===== src/design/asfhr_pkg.sv =====
`timescale 1ns / 1ps

package asfhr_pkg;

  // Configuration port
  localparam int CFG_INDEX_W = 1;
  localparam int CFG_DATA_W  = 2;

  typedef enum logic [CFG_INDEX_W-1:0] {
    REG_EXTENSION_KIND = 1'd0,
    REG_BUFFER_ONLY    = 1'd1
  } cfg_reg_t;

  // Extension classes
  typedef enum logic [1:0] {
    EXT_UNKNOWN = 2'd0,
    EXT_WMA     = 2'd1,
    EXT_WMV     = 2'd2,
    EXT_ASF     = 2'd3
  } ext_kind_t;

  // MIME codes
  typedef enum logic [2:0] {
    MIME_NONE      = 3'd0,
    MIME_WMA       = 3'd1,
    MIME_WMV       = 3'd2,
    MIME_ASF_VIDEO = 3'd3,
    MIME_ASF_AUDIO = 3'd4
  } mime_t;

  typedef enum logic [3:0] {
    PH_HDR_GUID   = 4'd0,
    PH_HDR_SIZE   = 4'd1,
    PH_COUNT      = 4'd2,
    PH_RESERVED   = 4'd3,
    PH_CHILD_GUID = 4'd4,
    PH_CHILD_SIZE = 4'd5,
    PH_MEDIA_GUID = 4'd6,
    PH_SKIP       = 4'd7,
    PH_DONE       = 4'd8
  } parse_phase_t;

  typedef struct packed {
    logic [7:0] data_byte;
    logic       last_byte;
  } in_item_t;

  typedef struct packed {
    logic [1:0] confidence;
    logic [2:0] mime_code;
    logic       has_video;
  } out_item_t;

  // Parser result request toward the output buffer
  typedef struct packed {
    logic      valid;
    out_item_t item;
  } result_req_t;

  localparam logic [63:0] MIN_HEADER_SIZE = 64'd30;
  localparam logic [63:0] OBJ_HEAD_LEN    = 64'd24;
  localparam logic [63:0] STREAM_HEAD_LEN = 64'd40;

  // Arrival order of GUID bytes in compared form
  localparam logic [3:0] GUID_PLACE [16] = '{
    4'd3, 4'd2, 4'd1, 4'd0, 4'd5, 4'd4, 4'd7, 4'd6,
    4'd8, 4'd9, 4'd10, 4'd11, 4'd12, 4'd13, 4'd14, 4'd15
  };

  localparam logic [7:0] HEADER_GUID [16] = '{
    8'h75, 8'hB2, 8'h26, 8'h30, 8'h66, 8'h8E, 8'h11, 8'hCF,
    8'hA6, 8'hD9, 8'h00, 8'hAA, 8'h00, 8'h62, 8'hCE, 8'h6C
  };

  localparam logic [7:0] STREAM_GUID [16] = '{
    8'hB7, 8'hDC, 8'h07, 8'h91, 8'hA9, 8'hB7, 8'h11, 8'hCF,
    8'h8E, 8'hE6, 8'h00, 8'hC0, 8'h0C, 8'h20, 8'h53, 8'h65
  };

  localparam logic [7:0] VIDEO_GUID [16] = '{
    8'hBC, 8'h19, 8'hEF, 8'hC0, 8'h5B, 8'h4D, 8'h11, 8'hCF,
    8'hA8, 8'hFD, 8'h00, 8'h80, 8'h5F, 8'h5C, 8'h44, 8'h2B
  };

  // Index is {stream seen, header seen, extension known}
  localparam logic [1:0] CONF_TABLE [8] = '{
    2'd0, 2'd1, 2'd1, 2'd2, 2'd0, 2'd0, 2'd2, 2'd3
  };

  // Signed size below a small positive limit
  function automatic logic size_below(input logic [63:0] size, input logic [63:0] limit);
    size_below = size[63] || (size < limit);
  endfunction

endpackage


===== src/design/asfhr_parser.sv =====
`timescale 1ns / 1ps

module asfhr_parser import asfhr_pkg::*; (
  input  logic        clk,
  input  logic        rst,
  input  logic        take,
  input  in_item_t    item,
  input  logic [1:0]  extension_kind,
  input  logic        buffer_only_source,
  output result_req_t result
);

  parse_phase_t phase, phase_next;
  logic [3:0]   count, count_next;
  logic [63:0]  size, size_next;
  logic [31:0]  objects_left, objects_left_next;
  logic [63:0]  skip_left, skip_left_next;
  logic [1:0]   found, found_next;
  logic         video, video_next;
  logic [2:0]   match, match_next;   // {video, stream, header} running GUID compare

  logic [7:0]   b;
  logic [63:0]  size_asm;
  logic [31:0]  count_asm;
  logic [63:0]  size_now;
  logic [63:0]  head_len;
  logic         start_skip;
  logic         next_obj;
  logic [2:0]   match_base;
  logic [3:0]   place;
  logic [1:0]   found_end;
  logic         video_end;
  logic [1:0]   conf;
  mime_t        mime;

  assign b     = item.data_byte;
  assign place = GUID_PLACE[count];

  // Assemble little-endian fields one lane at a time
  always_comb begin
    size_asm  = (count == 4'd0) ? 64'd0 : size;
    count_asm = (count == 4'd0) ? 32'd0 : objects_left;
    for (int i = 0; i < 8; i++) begin
      if (count[2:0] == 3'(i)) size_asm[8*i +: 8] = b;
    end
    for (int i = 0; i < 4; i++) begin
      if (count[1:0] == 2'(i)) count_asm[8*i +: 8] = b;
    end
  end

  assign match_base = (count == 4'd0) ? 3'b111 : match;

  // Advance the parse by one byte
  always_comb begin
    phase_next        = phase;
    count_next        = count;
    size_next         = size;
    objects_left_next = objects_left;
    skip_left_next    = skip_left;
    found_next        = found;
    video_next        = video;
    match_next        = match;
    start_skip        = 1'b0;
    next_obj          = 1'b0;
    head_len          = OBJ_HEAD_LEN;
    size_now          = size;

    if (take) begin
      if (phase == PH_HDR_GUID && count == 4'd0) video_next = buffer_only_source;

      case (phase)
        PH_HDR_GUID, PH_CHILD_GUID, PH_MEDIA_GUID: begin
          match_next[0] = match_base[0] && (b == HEADER_GUID[place]);
          match_next[1] = match_base[1] && (b == STREAM_GUID[place]);
          match_next[2] = match_base[2] && (b == VIDEO_GUID[place]);
          count_next    = count + 4'd1;
          if (count == 4'd15) begin
            count_next = 4'd0;
            if (phase == PH_HDR_GUID) begin
              phase_next = PH_HDR_SIZE;
            end else if (phase == PH_CHILD_GUID) begin
              phase_next = PH_CHILD_SIZE;
            end else begin
              if (match_next[2]) video_next = 1'b1;
              start_skip = 1'b1;
              head_len   = STREAM_HEAD_LEN;
            end
          end
        end
        PH_HDR_SIZE, PH_CHILD_SIZE: begin
          size_next  = size_asm;
          size_now   = size_asm;
          count_next = count + 4'd1;
          if (count == 4'd7) begin
            count_next = 4'd0;
            if (phase == PH_HDR_SIZE) begin
              if (!match[0] || size_below(size_asm, MIN_HEADER_SIZE)) begin
                video_next = 1'b1;
                phase_next = PH_DONE;
              end else begin
                found_next[0] = 1'b1;
                phase_next    = PH_COUNT;
              end
            end else if (match[1]) begin
              found_next[1] = 1'b1;
              phase_next    = PH_MEDIA_GUID;
            end else begin
              start_skip = 1'b1;
            end
          end
        end
        PH_COUNT: begin
          objects_left_next = count_asm;
          count_next        = count + 4'd1;
          if (count == 4'd3) begin
            count_next = 4'd0;
            phase_next = PH_RESERVED;
          end
        end
        PH_RESERVED: begin
          count_next = count + 4'd1;
          if (count == 4'd1) next_obj = 1'b1;
        end
        PH_SKIP: begin
          skip_left_next = skip_left - 64'd1;
          if (skip_left == 64'd1) next_obj = 1'b1;
        end
        default: begin
        end
      endcase

      // Skip the rest of an object, move on when nothing is left, or stop on a negative skip
      if (start_skip) begin
        if (size_below(size_now, head_len)) begin
          phase_next = PH_DONE;
        end else if (size_now == head_len) begin
          next_obj = 1'b1;
        end else begin
          phase_next     = PH_SKIP;
          skip_left_next = size_now - head_len;
        end
      end

      // Move to the next child or finish
      if (next_obj) begin
        count_next = 4'd0;
        if (objects_left == 32'd0) begin
          phase_next = PH_DONE;
        end else begin
          objects_left_next = objects_left - 32'd1;
          phase_next        = PH_CHILD_GUID;
        end
      end
    end

    // Keep the flags of the file that ends with this byte
    found_end = found_next;
    video_end = video_next;

    // Start over for a new file after the final byte
    if (take && item.last_byte) begin
      phase_next = PH_HDR_GUID;
      count_next = 4'd0;
      found_next = 2'b00;
      video_next = buffer_only_source;
    end
  end

  // Build the result from the flags after this byte
  always_comb begin
    conf = CONF_TABLE[{found_end, (extension_kind != EXT_UNKNOWN)}];
    mime = MIME_NONE;
    if (conf != 2'd0) begin
      case (ext_kind_t'(extension_kind))
        EXT_WMA: mime = MIME_WMA;
        EXT_WMV: mime = MIME_WMV;
        default: mime = video_end ? MIME_ASF_VIDEO : MIME_ASF_AUDIO;
      endcase
    end
  end

  always_comb begin
    result.valid           = take && item.last_byte;
    result.item.confidence = conf;
    result.item.mime_code  = mime;
    result.item.has_video  = video_end;
  end

  // Hold parse state
  always_ff @(posedge clk) begin
    if (rst) begin
      phase        <= PH_HDR_GUID;
      count        <= 4'd0;
      found        <= 2'b00;
      video        <= 1'b0;
      objects_left <= 32'd0;
      skip_left    <= 64'd0;
      size         <= 64'd0;
    end else begin
      phase        <= phase_next;
      count        <= count_next;
      found        <= found_next;
      video        <= video_next;
      objects_left <= objects_left_next;
      skip_left    <= skip_left_next;
      size         <= size_next;
    end
  end

  always_ff @(posedge clk) begin
    match <= match_next;
  end

endmodule


===== src/design/asfhr_out_buf.sv =====
`timescale 1ns / 1ps

module asfhr_out_buf import asfhr_pkg::*; (
  input  logic        clk,
  input  logic        rst,
  input  result_req_t push,
  output logic        full,
  output logic        out_valid,
  input  logic        out_stall,
  output out_item_t   out_item
);

  logic [1:0] fill;
  logic [1:0] fill_next;
  out_item_t  head;
  out_item_t  tail;
  logic       pop;

  assign pop       = (fill != 2'd0) && !out_stall;
  assign full      = (fill == 2'd2);
  assign out_valid = (fill != 2'd0);
  assign out_item  = head;

  always_comb begin
    fill_next = fill;
    if (push.valid && !pop) fill_next = fill + 2'd1;
    else if (!push.valid && pop) fill_next = fill - 2'd1;
  end

  always_ff @(posedge clk) begin
    if (rst) begin
      fill <= 2'd0;
    end else begin
      fill <= fill_next;
    end
  end

  // Shift the tail forward on pop; land a new request in the first free slot
  always_ff @(posedge clk) begin
    if (pop) begin
      if (push.valid && fill == 2'd1) head <= push.item;
      else head <= tail;
    end else if (push.valid) begin
      if (fill == 2'd0) head <= push.item;
      else tail <= push.item;
    end
  end

endmodule


===== src/design/asf_header_recogniser.sv =====
`timescale 1ns / 1ps

// ASF header recogniser. Takes one file byte per cycle on the input channel
// (unless in_stall holds it) and walks the ASF header object: header GUID
// and size, child count, then each child object (stream properties are
// inspected, others skipped by size). Each byte is consumed in the cycle it
// is accepted, so the sustained rate is one byte per clock while in_stall
// is low; the byte flagged last_byte produces one result (confidence, MIME
// code, video flag), after which parsing restarts for a new file. Results
// go through a two-entry output buffer; in_stall rises only while both
// entries hold results the consumer has not taken. Configuration writes are
// always ready and should be issued only while no file is in progress.

module asf_header_recogniser import asfhr_pkg::*; (
  input  logic                   clk,
  input  logic                   rst,
  input  logic                   in_valid,
  output logic                   in_stall,
  input  in_item_t               in_item,
  output logic                   out_valid,
  input  logic                   out_stall,
  output out_item_t              out_item,
  input  logic                   cfg_valid,
  output logic                   cfg_ready,
  input  logic [CFG_INDEX_W-1:0] cfg_index,
  input  logic [CFG_DATA_W-1:0]  cfg_data
);

  logic [1:0]  extension_kind;
  logic        buffer_only_source;
  logic        take;
  logic        full;
  result_req_t result;

  assign cfg_ready = 1'b1;
  assign in_stall  = full;
  assign take      = in_valid && !full;

  // Write configuration registers
  always_ff @(posedge clk) begin
    if (rst) begin
      extension_kind     <= 2'd0;
      buffer_only_source <= 1'b0;
    end else if (cfg_valid && cfg_ready) begin
      case (cfg_reg_t'(cfg_index))
        REG_EXTENSION_KIND: extension_kind     <= cfg_data[1:0];
        REG_BUFFER_ONLY:    buffer_only_source <= cfg_data[0];
        default: begin
        end
      endcase
    end
  end

  asfhr_parser u_parser (
    .clk                (clk),
    .rst                (rst),
    .take               (take),
    .item               (in_item),
    .extension_kind     (extension_kind),
    .buffer_only_source (buffer_only_source),
    .result             (result)
  );

  asfhr_out_buf u_out_buf (
    .clk       (clk),
    .rst       (rst),
    .push      (result),
    .full      (full),
    .out_valid (out_valid),
    .out_stall (out_stall),
    .out_item  (out_item)
  );

endmodule


===== config.mk =====
export PLATFORM = sky130hd
export DESIGN_NAME = asf_header_recogniser
export DESIGN_NICKNAME = d
export VERILOG_FILES = /design/src/design/asfhr_pkg.sv /design/src/design/asfhr_parser.sv /design/src/design/asfhr_out_buf.sv /design/src/design/asf_header_recogniser.sv
export SDC_FILE = /design/constraint.sdc
export NUM_CORES = 1
export LEC_CHECK = 0
export ABC_AREA = 0
export BUFFER_PORTS_ARGS = -buffer_cell sky130_fd_sc_hd__buf_4
export CORE_MARGIN = 2
export CORE_UTILIZATION = 45
export CTS_CLUSTER_DIAMETER = 150
export CTS_CLUSTER_SIZE = 24
export DETAILED_ROUTE_END_ITERATION = 8
export GPL_ROUTABILITY_DRIVEN = 0
export SYNTH_ARGS = -nofsm -noshare
export SYNTH_HDL_FRONTEND = slang
export SYNTH_SLANG_ARGS = --single-unit

===== constraint.sdc =====
create_clock -name clk -period 9.8 [get_ports clk]
set_input_delay 1.47 -clock clk [delete_from_list [all_inputs] [get_ports clk]]
set_output_delay 1.47 -clock clk [all_outputs]
set_load 0.005 [all_outputs]

; Word level (Yosys, flattened, before mapping)
; Memory sizes are Yosys's and may differ from the RTL's.
; Cells that the tools add are included.
; W data, S select, Z words.
[classes]
shifts = 0
eq_ne = 30
order_cmp = 5
n_div = 0
muxes = 100
n_bitwise = 6
n_reduce_logical = 40
add_sub_neg = 6
n_mul = 0
[op_table]
columns = op, count
row1 = $mux W64, 11
row2 = $mux W8, 18
row3 = $mux W32, 4
row4 = $mux W4, 19
row5 = $eq A64 B1 Y1 const B, 1
row6 = $eq A64 B64 Y1, 1
row7 = $lt A64 B5 Y1 const B, 1
row8 = $lt A64 B64 Y1, 1
row9 = $sub A64 B1 Y64 const B, 1
row10 = $sub A64 B64 Y64, 1
row11 = $logic_not A32 Y1, 1
row12 = $sub A32 B1 Y32 const B, 1
row13 = $mux W6, 5
row14 = $mux W1, 27
row15 = $eq A8 B8 Y1, 3
row16 = $eq A4 B3 Y1 const B, 5
row17 = $pmux W4 S4, 1
row18 = $mux W2, 7
row19 = $eq A3 B3 Y1 const B, 4
row20 = $eq A4 B2 Y1 const B, 3
row21 = $pmux W4 S3, 1
row22 = $reduce_bool A2 Y1, 6
row23 = $ge A5 B5 Y1 const B, 2
row24 = $logic_and A1 B1 Y1, 10
row25 = other kinds (26), 53
[totals]
n_memories = 5
rom_bits = 464
elab_cells = 209
out_inout_bits = 9
input_bits = 17
latch_bits = 0
ramBits = 0
reg_bits = 191
[memory_table]
columns = memory, depth, word_bits, rd, rd_clocked_by_memory_dff, wr, line_no
row1 = (no name shown), 16, 8, 1, 0, 0, asfhr_parser.sv:73  ; match_next[0] = match_base[0] && (b == HEADER_GUID[place]);
row2 = (no name shown), 16, 8, 1, 0, 0, asfhr_parser.sv:74  ; match_next[1] = match_base[1] && (b == STREAM_GUID[place]);
row3 = (no name shown), 16, 8, 1, 0, 0, asfhr_parser.sv:75  ; match_next[2] = match_base[2] && (b == VIDEO_GUID[place]);
row4 = (no name shown), 16, 4, 1, 0, 0, asfhr_parser.sv:37  ; assign place = GUID_PLACE[count];
row5 = (no name shown), 8, 2, 1, 0, 0, asfhr_parser.sv:171  ; conf = CONF_TABLE[{found_end, (extension_kind != EXT_UNKNOWN)}];

; Logic depth before layout (Yosys ltp)
[logic_depth]
ltp_word = 22
mapped_depth = 22
mapped_depth_nobuf = 16

; By module
; A second synthesis with hierarchy kept.
[hier_totals]
cells_unflattened = 2032
hier_area_um2 = 15153.3
[by_module_without_submodules]
columns = mod, area_each_um2, seq_area_each_um2, cells_per_inst, n_inst
row1 = asfhr_parser, 14390.1, 3513.4, 1979, 1
row2 = asfhr_out_buf, 610.6, 400.4, 37, 1
row3 = asf_header_recogniser, 152.6, 60.1, 16, 1

; Least setup slack after synthesis
; Ideal clock, no wire load.
[synth_path]
path_kind = input -> register
from = in in_item[4] (netlist name)
to = reg u_parser.skip_left[53]
path_buffers = 3
required_time_ps = 9707
cell_stages = 16
setup_slack_ps = 4741
setup_ps = 93
arrival_ps = 4967
cell_sequence = clkbuf_1 > clkbuf_1 > clkbuf_1 > mux2i_1 > inv_1 > fa_1 > a21o_1 > nor3_1 > mux2i_1 > nor4_2 > nand4_1 > nor3_2 > nand2_1 > xnor2_1 > mux2_2 > o32ai_1
[synth_between]
elab_chain_len = 7
elab_cells_between_ends = 17
cone_classes = add/sub (1) / order compare (1) / eq/ne (1) / mux (13) / reduce/logical (1)
[synth_lines]
columns = item, line_no
row1 = from (decl), asf_header_recogniser.sv:19  ; input in_item_t in_item,
row2 = $mux W8, asfhr_parser.sv:44  ; if (count[2:0] == 3'(i)) size_asm[8*i +: 8] = b;
row3 = $mux W64 (*), asfhr_parser.sv:71  ; case (phase)
row4 = $mux W64 (*), asfhr_parser.sv:68  ; if (take) begin
row5 = "$sub A64 B64 Y64, or another cell as far along", asfhr_parser.sv:140  ; skip_left_next = size_now - head_len;
row6 = $mux W64 / $logic_or A1 B1 Y1 (equally long branches), "asfhr_parser.sv:136, asfhr_pkg.sv:92"
row7 = $mux W64 (*), asfhr_parser.sv:134  ; if (size_below(size_now, head_len)) begin
row8 = $mux W64 (*), asfhr_parser.sv:133  ; if (start_skip) begin
row9 = to (signal assigned), asfhr_parser.sv:205  ; skip_left <= skip_left_next;
row10 = to (decl), asfhr_parser.sv:17  ; logic [63:0] skip_left, skip_left_next;
; Every way passes the cells marked *; elsewhere a longest branch is shown, timed or not. The select of a mux whose other input is x is not followed.
; A chain may end at the register's enable or synchronous reset.

; Worst setup path in the final report
[layout_path]
from = reg u_parser.count[0]
to = reg u_parser.skip_left[63]
[layout_between]
elab_chain_len = 9
elab_cells_between_ends = 36
cone_classes = add/sub (1) / order compare (1) / eq/ne (10) / mux (21) / reduce/logical (3)
[layout_lines]
columns = item, line_no
row1 = from (decl), asfhr_parser.sv:14  ; logic [3:0] count, count_next;
row2 = from (signal assigned), asfhr_parser.sv:201  ; count <= count_next;
row3 = $logic_not A4 Y1, asfhr_parser.sv:41  ; size_asm = (count == 4'd0) ? 64'd0 : size;
row4 = $mux W64, asfhr_parser.sv:41
row5 = $mux W8, asfhr_parser.sv:44
row6 = $mux W64, asfhr_parser.sv:71
row7 = $mux W64, asfhr_parser.sv:68
row8 = "$sub A64 B64 Y64, or another cell as far along", asfhr_parser.sv:140
row9 = $mux W64 / $logic_or A1 B1 Y1 (equally long branches), "asfhr_parser.sv:136, asfhr_pkg.sv:92"
row10 = $mux W64, asfhr_parser.sv:134
row11 = $mux W64 (*), asfhr_parser.sv:133
; Marked as above.

==> summary.md <==
| Metric | Value |
|---|---|
| Status | `finished, final reports clean` |
| Row cnt | `66` |
| Setup-failing EPs final | `0` |
| Number of detailed-routing iterations run before antenna repair | `6` |
| Hold-critical path endpoint | `u_parser.skip_left[51]` |
| Antenna violations before repair | `0` |
| Master cell of the clock root buffer | `sky130_fd_sc_hd__clkbuf_16` |
| Fraction of final layout cells sized beyond drive strength 1 | `0.0804` |
| Worst slew margin | `0.210` |
| Final hold violation count | `0` |
| Count of unique library cells instantiated by Yosys | `101` |
| Synthesized area divided by synthesized cell count | `about 7.5 sq um` |
| Routed WL per cell | `22.2 microns` |
| GR Util All Layers | `0.299` |
| Main area contributors after synthesis | `sky130_fd_sc_hd__dfxtp_1 23%, sky130_fd_sc_hd__nor2_1 5.2%, sky130_fd_sc_hd__nand2_1 4.1%, sky130_fd_sc_hd__a21oi_1 4.1%, sky130_fd_sc_hd__o21ai_0 3.9%` |
| Worst clock skew | `0.0166 ns` |
| Die boundary height | `between 150 and 200 microns` |
| Fraction of post-synthesis cell area in the top cell type by area | `0.234` |
| Max Fanout on Critical Path | `22` |
| Post-Syn Area | `15000 sq um` |
| Number of nets with antenna violations after routing | `0` |
| Max capacitance violation total | `0` |
| Hold Slack | `0.472 ns` |
| Antenna cell count | `0` |
| Least-Margin Pin Slew | `roughly 1.2 ns` |
| Synthesized net count | `just over 2000` |
| # nets final | `1962` |
| Detailed Route WL | `52.7 mm` |
| Die Area | `between 30000 and 40000 sq um` |
| First-pass GRT wire length | `84.6 mm` |
| Clk pin slew, worst setup/hold paths | `approximately 0.07 ns` |
| Data required, critical path | `a little over 10 ns` |
| Arrival time at the worst endpoint | `slightly below 7 ns` |
| Flip-flop cell with the highest count after synthesis | `sky130_fd_sc_hd__dfxtp_1` |
| Startpoint type of the worst setup path | `flip-flop` |
| Number of flip-flops and latches in the synthesized netlist | `191` |
| Period minus WS final | `approximately 6.4 ns` |
| Via count of the first global-routing pass | `14600` |
| Worst Hold Path Cells | `2` |
| Number of instances resized during post-cts repair | `0` |
| Critical Path Sink Type | `flip-flop` |
| Placeable core area | `32700 sq um` |
| Number of flops mapped to enable cells by yosys | `15` |
| Count of hold-fix buffers inserted at cts | `0` |
| Area growth from synthesis to layout | `5.35%` |
| Pin count of the biggest net entering global routing | `87` |
| TritonCTS clock tree | `done` |
| Power density of the placed cells | `approximately 130 nW/um^2` |
| Initial standard-cell utilization of the core | `0.460` |
| Number of DRC markers in iteration 0 | `between 2000 and 2500` |
| Remaining design rule violation count | `0` |
| P_leak | `between 0.005 and 0.006 uW` |
| Final worst path period share | `0.649` |
| Number of cells produced by synthesis | `about 2000` |
| Latest clock arrival within the worst-skew pair | `0.47 ns` |
| RR Endpoint | `u_parser.skip_left[63]` |
| Proportion of synthesized flip-flops having asynchronous set or reset | `0` |
| Summed area of non-filler cells in the final layout | `about 16000 sq um` |
| Worst hold path startpoint | `u_parser.skip_left[51]` |
| Max-slew violation total from the final report | `0` |
| Count of input and output buffers | `24` |
| Minimum setup slack among reg-to-reg paths | `between 3 and 4 ns` |
| Clock Path Buffers | `2` |
| Area of all sequential standard cells | `between 3000 and 4000 sq um` |
| Number of ports placed on the die boundary | `26` |
| Hold Crit Class | `reg2reg` |
| Seq/Total Area, Yosys | `0.264` |
| Remaining global-route overflow | `0` |
| Chip width | `about 190 microns` |
| Ratio of routed vias to standard cells | `around 6.7` |
| Fmax | `~160 MHz` |
| Number of warnings issued by yosys | `0` |
| Length in cells of the worst reg-to-reg path | `14` |
| Most numerous cell in the Yosys netlist | `sky130_fd_sc_hd__nor2_1` |
| Placement-stage cell area | `between 15000 and 20000 sq um` |
| Number of buffers inserted to repair setup after CTS | `0` |
| Maximum level of the CTS H-tree | `4` |
| Total area of multi-input combinational cells | `10200 sq um` |
| Total clock sinks | `191` |
| Inserted Clock Buffers | `17` |
| Detailed-placement wirelength estimate | `~36 mm` |
| Setup TNS | `0 ns` |
| Setup repair after global routing missed its margin | `no` |
| Vias | `about 16000` |
| Crit Path Class | `reg2reg` |
| Top cells by instance count after synthesis | `207 x sky130_fd_sc_hd__nor2_1, 176 x sky130_fd_sc_hd__dfxtp_1, 166 x sky130_fd_sc_hd__nand2_1` |
| Largest area contributor in the synthesized netlist | `sky130_fd_sc_hd__dfxtp_1` |
| Fill cell total of the finished layout | `about 3300` |
| VDD IR max | `~0.14 mV` |
| Start of the worst register-to-register path | `u_parser.count[0]` |
-- report_power, final --
group          switching, uW  internal [uW]
Sequential              32.1            827
Combinational            385            182
Clock                    352            354
Total                    769           1360
-- layout by cell type, fill, tap and decap left out, drive strengths merged, types with 48 or more instances in the layout --
master,netlist,layout
a21oi,125,125
a22oi,63,63
buf,47,50
dfxtp,176,176
inv,59,65
nand2,167,167
nand3,66,66
nor2,208,208
nor3,78,78
nor4,48,48
o21ai,132,132
-- layer usage --
| metal | global-route usage | share of wire | wire [microns] |
|---|---|---|---|
| met5 | 0 | 0 | 0 |
| met4 | 0.129 | 0.041 | 2140 |
| met3 | 0.0445 | 0.077 | 4080 |
| met2 | 0.445 | 0.43 | 22700 |
| met1 | 0.428 | 0.45 | 23800 |
-- worst max path at each step --
stage / startpoint / end / slack [ns] / cells past startpoint
final: u_parser.count[0] / u_parser.skip_left[63] / 3.44 / 14
after global routing: u_parser.count[0] / u_parser.skip_left[38] / 3.13 / 16
after CTS: u_parser.count[0] / u_parser.skip_left[63] / 3.63 / 14
after detailed placement: u_parser.count[0] / u_parser.skip_left[63] / 3.66 / 14
after global placement: u_parser.count[0] / u_parser.skip_left[63] / 3.76 / 14
after floorplan: in_item[4] / u_parser.skip_left[53] / 4.74 / 16
-- flip-flops by register name, summed over array words and instances (netlist names), 3 cells and up --
name and flops:
u_parser.size 64, u_parser.count 4, u_parser.objects_left 32, u_out_buf.out_item 6, u_out_buf.tail 6, u_parser.match 3, u_parser.skip_left 64, u_parser.phase 4
-- worst max-delay path: stages (launching register included) --
cell and delay (ns):
sky130_fd_sc_hd__dfxtp_1 0.43, sky130_fd_sc_hd__inv_1 0.24, sky130_fd_sc_hd__ha_1 0.90, sky130_fd_sc_hd__nand2_1 0.64, sky130_fd_sc_hd__mux2_2 0.47, sky130_fd_sc_hd__ha_1 0.38
sky130_fd_sc_hd__nand3_1 0.12, sky130_fd_sc_hd__and3_1 0.19, sky130_fd_sc_hd__o21ai_0 0.75, sky130_fd_sc_hd__or2_1 0.47, sky130_fd_sc_hd__nor3_2 0.16, sky130_fd_sc_hd__a21oi_2 0.52
sky130_fd_sc_hd__nand3_2 0.39, sky130_fd_sc_hd__or3_1 0.47, sky130_fd_sc_hd__a21oi_1 0.13
-- cell families after synthesis --
kind of cell | count (synthesis) | synth area share
AO/OA/AOI/OAI | 657 | 0.303
XOR/XNOR | 86 | 0.0501
adder cells (fa/ha/maj) | 30 | 0.0255
buffers and inverters | 220 | 0.0631
flip-flops | 191 | 0.264
multiplexers | 47 | 0.0346
other | 1 | 0.000249
AND/OR/NAND/NOR | 775 | 0.259
-- area by class of cell --
cell class | count | area share
multi-input combinational | 1596 | 0.641
sequential | 191 | 0.251
tap | 442 | 0.0349
clock buffer | 17 | 0.0268
timing repair buffer | 50 | 0.0237
inverter | 59 | 0.0140
clock inverter | 15 | 0.00845
-- through the flow --
stage / worst slack [ns] / power [uW] / std cells / util
floorplan: 4.74 / 1250 / 2007 / -
global placement: 3.76 / 1420 / 2338 / 0.467
detailed placement: 3.66 / 1430 / 2338 / 0.467
CTS: 3.63 / 2130 / 2370 / 0.485
global route: 3.13 / 2230 / 2370 / 0.485
finish: 3.44 / 2130 / 2370 / 0.485
Power figures use the tool's default switching activity.
